<file path="config.mk">
export PLATFORM = sky130hd
export DESIGN_NAME = ept_ctrl
export DESIGN_NICKNAME = d
export VERILOG_FILES = /design/src/hw/rtl/ept_pkg.sv /design/src/hw/rtl/ept_ctrl.sv
export SDC_FILE = /design/constraint.sdc
export NUM_CORES = 1
export LEC_CHECK = 0
export BUFFER_PORTS_ARGS = -buffer_cell sky130_fd_sc_hd__buf_2
export CAP_MARGIN = 20
export CORE_MARGIN = 3
export CORE_UTILIZATION = 48
export CTS_BUF_LIST = sky130_fd_sc_hd__clkbuf_8
export DETAILED_ROUTE_END_ITERATION = 10
export HOLD_SLACK_MARGIN = 0.12
export PLACE_DENSITY_LB_ADDON = 0.15
export SETUP_SLACK_MARGIN = 0.02
export SYNTH_ARGS = -nofsm -noshare
export SYNTH_HDL_FRONTEND = slang
export SYNTH_SLANG_ARGS = --single-unit
</file>
<file path="constraint.sdc">
create_clock -name aclk -period 1.8 [get_ports aclk]
set_clock_uncertainty 0.2 [all_clocks]
set_input_delay 0.36 -clock aclk [delete_from_list [all_inputs] [get_ports aclk]]
set_output_delay 0.36 -clock aclk [all_outputs]
set_load 0.005 [all_outputs]
</file>
<file path="src/hw/rtl/ept_pkg.sv">
// Shared types and constants of the elitist pheromone table update block.
package ept_pkg;

    localparam logic [2:0] CMD_INIT    = 3'd0;
    localparam logic [2:0] CMD_EVAP    = 3'd1;
    localparam logic [2:0] CMD_DEP_PRI = 3'd2;
    localparam logic [2:0] CMD_DEP_SEC = 3'd3;
    localparam logic [2:0] CMD_RD_PRI  = 3'd4;
    localparam logic [2:0] CMD_RD_SEC  = 3'd5;

    localparam logic [2:0] REG_TAU      = 3'd0;
    localparam logic [2:0] REG_EVAP     = 3'd1;
    localparam logic [2:0] REG_EVAP_SEC = 3'd2;
    localparam logic [2:0] REG_FLOOR    = 3'd3;
    localparam logic [2:0] REG_ELITE    = 3'd4;
    localparam logic [2:0] REG_SEC_EN   = 3'd5;

    localparam logic [31:0] TAU_RESET      = 32'd65536;
    localparam logic [15:0] EVAP_RESET     = 16'd6554;
    localparam logic [15:0] ELITE_RESET    = 16'd256;
    localparam logic [31:0] MAX_VALUE      = 32'hFFFF_FFFF;
    localparam int          DIV_STEPS      = 56;

    typedef struct packed {
        logic [2:0]  command;
        logic [9:0]  arc_index;
        logic [23:0] tour_length;
        logic [7:0]  passes;
        logic        elite;
    } in_item_t;

    typedef struct packed {
        logic [9:0]  result_arc;
        logic [31:0] pheromone;
        logic        done_res;
    } out_item_t;

    typedef enum logic [2:0] {
        RES_NONE     = 3'd0,
        RES_ZERO_ARC = 3'd1,
        RES_ENTRY    = 3'd2,
        RES_NEW      = 3'd3,
        RES_SWEEP    = 3'd4
    } res_kind_t;

    typedef struct packed {
        logic      capture;
        logic      addr_clr;
        logic      fill;
        logic      fill_reset;
        logic      ev_rd;
        logic      ev_wr;
        logic      dp_rd;
        logic      mul1;
        logic      mul2;
        logic      mul3;
        logic      div_step;
        logic      dp_wr;
        logic      set_res;
        res_kind_t res_kind;
        logic      load_out;
    } ctrl_cmd_t;

    typedef struct packed {
        logic [2:0] in_cmd;
        logic       arc_ok;
        logic       dep_ok;
        logic       last_addr;
        logic       div_last;
        logic       out_free;
    } dp_status_t;

endpackage

</file>
<file path="src/hw/rtl/ept_ctrl.sv">
// Controller state machine sequencing table sweeps, deposits and result hand-off.
module ept_ctrl
    import ept_pkg::*;
(
    input  logic       aclk,
    input  logic       aresetn,
    input  logic       s_valid,
    output logic       s_ready,
    input  dp_status_t status,
    output ctrl_cmd_t  cmd
);

    typedef enum logic [11:0] {
        S_CLEAR  = 12'b0000_0000_0001,
        S_IDLE   = 12'b0000_0000_0010,
        S_DECODE = 12'b0000_0000_0100,
        S_FILL   = 12'b0000_0000_1000,
        S_EV_RD  = 12'b0000_0001_0000,
        S_EV_WR  = 12'b0000_0010_0000,
        S_MUL2   = 12'b0000_0100_0000,
        S_MUL3   = 12'b0000_1000_0000,
        S_DIV    = 12'b0001_0000_0000,
        S_DP_WR  = 12'b0010_0000_0000,
        S_RD     = 12'b0100_0000_0000,
        S_OUT    = 12'b1000_0000_0000
    } state_t;

    state_t state_reg;
    state_t state_next;

    assign s_ready = state_reg == S_IDLE;

    always_comb begin
        state_next = state_reg;
        cmd        = '0;
        unique case (state_reg)
            S_CLEAR: begin
                cmd.fill       = 1'b1;
                cmd.fill_reset = 1'b1;
                if (status.last_addr) begin
                    state_next = S_IDLE;
                end
            end
            S_IDLE: begin
                if (s_valid) begin
                    cmd.capture = 1'b1;
                    state_next  = S_DECODE;
                end
            end
            S_DECODE: begin
                cmd.addr_clr = 1'b1;
                case (status.in_cmd) inside
                    CMD_INIT: state_next = S_FILL;
                    CMD_EVAP: state_next = S_EV_RD;
                    CMD_DEP_PRI, CMD_DEP_SEC, CMD_RD_PRI, CMD_RD_SEC: begin
                        if (!status.arc_ok) begin
                            cmd.set_res  = 1'b1;
                            cmd.res_kind = RES_ZERO_ARC;
                            state_next   = S_OUT;
                        end else if (status.dep_ok) begin
                            cmd.dp_rd  = 1'b1;
                            cmd.mul1   = 1'b1;
                            state_next = S_MUL2;
                        end else begin
                            cmd.dp_rd  = 1'b1;
                            state_next = S_RD;
                        end
                    end
                    default: begin
                        cmd.set_res  = 1'b1;
                        cmd.res_kind = RES_NONE;
                        state_next   = S_OUT;
                    end
                endcase
            end
            S_FILL: begin
                cmd.fill = 1'b1;
                if (status.last_addr) begin
                    cmd.set_res  = 1'b1;
                    cmd.res_kind = RES_SWEEP;
                    state_next   = S_OUT;
                end
            end
            S_EV_RD: begin
                cmd.ev_rd  = 1'b1;
                state_next = S_EV_WR;
            end
            S_EV_WR: begin
                cmd.ev_wr = 1'b1;
                if (status.last_addr) begin
                    state_next = S_OUT;
                end else begin
                    state_next = S_EV_RD;
                end
            end
            S_MUL2: begin
                cmd.mul2   = 1'b1;
                state_next = S_MUL3;
            end
            S_MUL3: begin
                cmd.mul3   = 1'b1;
                state_next = S_DIV;
            end
            S_DIV: begin
                cmd.div_step = 1'b1;
                if (status.div_last) begin
                    state_next = S_DP_WR;
                end
            end
            S_DP_WR: begin
                cmd.dp_wr    = 1'b1;
                cmd.set_res  = 1'b1;
                cmd.res_kind = RES_NEW;
                state_next   = S_OUT;
            end
            S_RD: begin
                cmd.set_res  = 1'b1;
                cmd.res_kind = RES_ENTRY;
                state_next   = S_OUT;
            end
            S_OUT: begin
                if (status.out_free) begin
                    cmd.load_out = 1'b1;
                    state_next   = S_IDLE;
                end
            end
            default: state_next = S_IDLE;
        endcase
        if (state_reg == S_EV_WR && status.last_addr) begin
            cmd.set_res  = 1'b1;
            cmd.res_kind = RES_SWEEP;
        end
    end

    always_ff @(posedge aclk) begin
        if (!aresetn) begin
            state_reg <= S_CLEAR;
        end else begin
            state_reg <= state_next;
        end
    end

    a_accept_decode: assert property (@(posedge aclk) disable iff (!aresetn)
        s_valid && s_ready |=> state_reg == S_DECODE)
        else $error("Accepted request was not decoded in the next cycle.");

    a_load_free: assert property (@(posedge aclk) disable iff (!aresetn)
        cmd.load_out |-> status.out_free)
        else $error("Result loaded while the output register was still full.");

    a_write_legal: assert property (@(posedge aclk) disable iff (!aresetn)
        cmd.dp_wr |-> status.dep_ok && status.arc_ok)
        else $error("Deposit written for a request that must not change the table.");

endmodule
</file>
==> flow_summary_export.csv, run 1 <==
group,metric,value,unit
yosys,syn_inst,119,
yosys,ys_seq_elements,12,
yosys,synth_fa_ha_area_share,0,%
cts,clock_sinks,12,
yosys,synth_edf_count,0,
status,status,"aborted with a tool error",
floorplan,num_rows,15,
global_routing,grt_max_degree,11,
floorplan,io_pins,29,
yosys,postSynth.asyncResetShare,0,%
place,gp_congestion,0.8813,
place,place_inst,199,
timing,worst-ep-kind,"top-level output",
cts,cts_buffers,3,
place,port_buffers,28,
yosys,synth_cell_type_count,45,
status,tool.error,"[ERROR DPL-0038] Utilization greater than 100%, impossible to legalize",
yosys,synthSimpleGateAreaFrac,46.09,%
cts,ctsHtreeMaxLevel,1,
yosys,synth_nets,130,
yosys,synth.area.mux_share,0,%
floorplan,start_util,54.21,%
yosys,yosysSeqAreaShare,23.85,%
yosys,ys.flop_type,"dfxtp_1",
status,lastStage,"global routing",
cts,cts_root_buf,"clkbuf_8",
place,pre_cts_slack,-0.1742,ns
place,dpl.hpwl,2358,um
yosys,yosys-top-cells-area,"dfxtp_1, nor4_4, nor4b_1, clkbuf_8, nor2_1",
yosys,syn_area_per_cell,8.464,sq um
yosys,synth_top_family_by_area,"simple AND/OR/NAND/NOR gates",
yosys,synth_top_area_share,23.85,%
yosys,yosysWarnings,0,
floorplan,fp.dieW,51.81,um
yosys,syn_area,1007,sq um
yosys,yosysTopAreaCell,"dfxtp_1",
yosys,synth_xor_area_share,5.217,%
timing,worst_endpoint,"cmd[16]",
yosys,synth_compound_area_share,14.78,%
floorplan,die_h,51.81,um
cts,clockBufferDepth,2,
cells in the mapped netlist (2+ instances only):
cell type / n
a32oi_1: 2
and2_1: 3
and3_1: 6
buf_4: 3
clkbuf_8: 3
dfxtp_1: 12
inv_1: 8
nand2_1: 8
nand3_1: 3
nand4_1: 2
nor2_1: 11
nor3_1: 7
nor3b_1: 3
nor4_1: 2
nor4_4: 3
nor4b_1: 5
o21ai_0: 6
xnor2_1: 3
xor2_1: 3
per-stage QoR:
stage	instance area [sq um]	util (%)
after CTS	1742	93.74
after detailed placement	1375	74.01
after global placement	1375	74.01
after floorplan	1020	-
kinds of logic after synthesis:
| family | after synthesis |
|---|---|
| buffers and inverters | 16 |
| DFF | 12 |
| AOI/OAI and AO/OA | 20 |
| and+or+nand+nor | 65 |
| xor gates and xnor gates | 6 |
what timing repair did:
item                                    CTS
setup buffers                            12
endpoints found under the setup margin   26
hold buffers                              1
resized for setup                        53
endpoints found under the hold margin     1
pin swaps                                13
==> inputs of run 2 (changes only) <==
- CORE_AREA: default -> 3 3 64 66
- CORE_MARGIN: 3 -> default
- CORE_UTILIZATION: 48 -> default
- CTS_BUF_LIST: sky130_fd_sc_hd__clkbuf_8 -> default
- DIE_AREA: default -> 0 0 67 69
- HOLD_SLACK_MARGIN: 0.12 -> default
- SETUP_SLACK_MARGIN: 0.02 -> default
- clock period: 1.8 -> 2.3 ns (I/O delays scaled with it)
==> run 2 against run 1 <==
Compared with the run above: the flow now finishes, with violations (setup timing); area after synthesis is the same; synthesized cell count is the same.
==> flow_summary_export.csv, run 2 <==
group,metric,value,unit
setup_path,cp-startpoint,"state_reg[6]$_SDFFE_PN0P_",
setup_path,cp_cell_sequence,"nor4_4 -> buf_6 -> nand3b_4 -> nor4b_4 -> and2_1 -> buf_2",
floorplan,die_h,69,um
yosys,yosysMostFrequentCell,"dfxtp_1",
cts,clk_pin_slew_worst_paths,0.05,ns
timing,tightest_slew,0.6081,ns
power,powerDensity,435.8,nW/um^2
global_routing,grt_pass1_vias,1115,
yosys,synthSimpleGateAreaFrac,46.09,%
floorplan,fp.dieW,67,um
final_layout,layout.nets,184,
cts,ctsHoldBuffers,0,
yosys,yosysSeqAreaShare,23.85,%
place,gp_congestion,0.8277,
route,antenna_left,0,
final_layout,final_cell_mix,"buf_2, buf_4, dfxtp_1",
setup_path,worstSetupPathType,"reg -> out",
worst_hold_path,worstHoldPathType,"in -> reg",
status,status,"complete, but fails checks",
timing,max_clock_freq,428.5,MHz
timing,post-route-min-period,2.334,ns
route,viasPerCell,5.114,
yosys,synthTopCellsByCount,"dfxtp_1, nor2_1, inv_1, nand2_1, nor3_1",
yosys,syn_area_per_cell,8.464,sq um
global_routing,antenna_found_initial,0,
flow_run,maxCapViolCount,0,
yosys,synth_fa_ha_area_share,0,%
final_layout,final_common_cell,"buf_2",
final_layout,drive_above_1_share,48.26,%
power,p_leak,0.7012,nW
status,violations,"setup timing",
route,dr_total_vias,1125,
setup_path,crit_fanout,6,
timing,final_hold_viol_count,0,
place,dpl.hpwl,2292,um
setup_path,cp-end-kind,"output pin",
floorplan,core_area,3633,sq um
worst_hold_path,min_from,"status[3]",
power,ir_drop,0.1364,mV
route,post_drt_wl_per_cell,14.02,um
timing,rsz0062_at_grt,"true",
yosys,syn_inst,119,
global_routing,grt_first_pass_wirelength,5154,um
yosys,synth_compound_area_share,14.78,%
yosys,synth_top_area_share,23.85,%
power,power,646.1,uW
yosys,postSynth.asyncResetShare,0,%
yosys,yosysTopAreaCell,"dfxtp_1",
yosys,ys_seq_elements,12,
setup_path,crit_family,"simple AND/OR/NAND/NOR gates",
cts,clock_sinks,12,
cts,ctsHtreeMaxLevel,1,
setup_path,critPathLaunchType,"register",
global_routing,grt_max_degree,11,
route,drtIter0Drc,41,
cts,cts_tree,"yes",
yosys,syn_area,1007,sq um
timing,timing.slew.headroom,58.41,%
setup_path,cp_num_buf_inv,2,
timing,report.final.setup_viol,5,
cts,insertion_delay,0.25,ns
setup_path,rr_startpoint,"state_reg[3]$_SDFFE_PN0P_",
global_routing,overflow,0,
cts,clockBufferDepth,2,
yosys,yosys-top-cells-area,"dfxtp_1, nor4_4, nor4b_1, clkbuf_8, nor2_1",
final_layout,largest_reg_flops,12,
cts,cts_buffers,3,
yosys,yosysWarnings,0,
yosys,synth.area.mux_share,0,%
global_routing,grtUsageTotal,14.14,%
final_layout,areaGrowthSynthToFinish,47.20,%
setup_path,slowest_delay,0.33,ns
route,first_pass_iters,4,
route,drt-total-wl,3084,um
yosys,ys.flop_type,"dfxtp_1",
yosys,synth_nets,130,
yosys,synth_edf_count,0,
setup_path,cp.arrival,1.67,ns
floorplan,die_area,4623,sq um
setup_path,critical_path.slowest_cell,"dfxtp_2",
route,drcViolationCount,0,
timing,drv_slew,0,
place,port_buffers,28,
final_layout,antenna_cells,0,
timing,worst_slack,-0.03358,ns
floorplan,start_util,27.72,%
timing,post-route-period-util,101.5,%
yosys,synth_top_family_by_area,"simple AND/OR/NAND/NOR gates",
cts,cts_root_buf,"clkbuf_8",
timing,hold_slack,0.1948,ns
floorplan,num_rows,22,
yosys,synth_cell_type_count,45,
floorplan,io_pins,29,
yosys,synth_xor_area_share,5.217,%
setup_path,crit_required,1.64,ns
run 2: cell counts after synthesis:
Identical to the previous run, type by type.
run 2: power by group:
part,total [mW],internal (mW),switching (mW)
Sequential,0.227,0.215,0.0115
Combinational,0.181,0.0938,0.0870
Clock,0.239,0.152,0.0869
run 2: per-stage QoR:
step / setup WS, ns / util, % / area [sq um] / cells / TNS (ns)
after global placement: 0.1157 / 34.47 / 1252 / 203 / 0
after global routing: -0.1753 / 40.81 / 1483 / 220 / -1.156
after CTS: -0.09973 / 38.26 / 1390 / 215 / -0.1771
after floorplan: 0.1815 / - / 1007 / 119 / 0
after detailed placement: 0.1140 / 34.47 / 1252 / 203 / 0
final: -0.03358 / 40.81 / 1483 / 220 / -0.09241
run 2: routing by layer:
| metal | GRT usage (%) | part of all wire (%) | wire length, um | vias to the layer above |
|---|---|---|---|---|
| met5 | 0 | 0 | 0 | - |
| met4 | 3.604 | 1.1 | 34 | 0 |
| met3 | 3.583 | 6.0 | 186 | 4 |
| met2 | 21.72 | 48 | 1480 | 35 |
| met1 | 19.44 | 45 | 1383 | 536 |
| li1 | - | - | - | 550 |
run 2: worst register-to-register path, stage by stage, from the launching register on:
cell     delay, ns
dfxtp_1       0.48
buf_4         0.24
nor4b_1       0.24
nor3_1        0.12
o31ai_1       0.32
nand2_1       0.17
and3_1        0.22
run 2: area by class of cell:
cell class / instances / area (sq um)
timing repair buffer: 56 / 367.9
clock buffer: 4 / 55.05
multi-input combinational: 91 / 720.7
tap: 48 / 60.06
sequential: 12 / 245.2
fill: 393 / 2151
inverter: 9 / 33.78
run 2: final timing paths:
path                                     end  slack, ns  cells past startpoint
setup reg to reg   state_reg[7]$_SDFFE_PN0P_       0.19                      6
setup / recovery                     cmd[16]      -0.03                      6
hold reg to reg    state_reg[3]$_SDFFE_PN0P_       0.50                      2
hold / removal    state_reg[10]$_SDFFE_PN0P_       0.19                      2
run 2: repair_timing:
action	4_1_cts	5_1_grt
setup endpoints to repair	10	15
setup buffers	8	5
resized for setup	6	13
pin swaps	10	4
cloned	0	0
run 2: logic make-up (layout without fill, tap and decap cells):
group	Yosys count	count (layout)
buf+inv	16	69
xor+xnor	6	6
simple gates	65	65
compound gates	20	20
flops	12	12
Power figures use the tool's default switching activity.
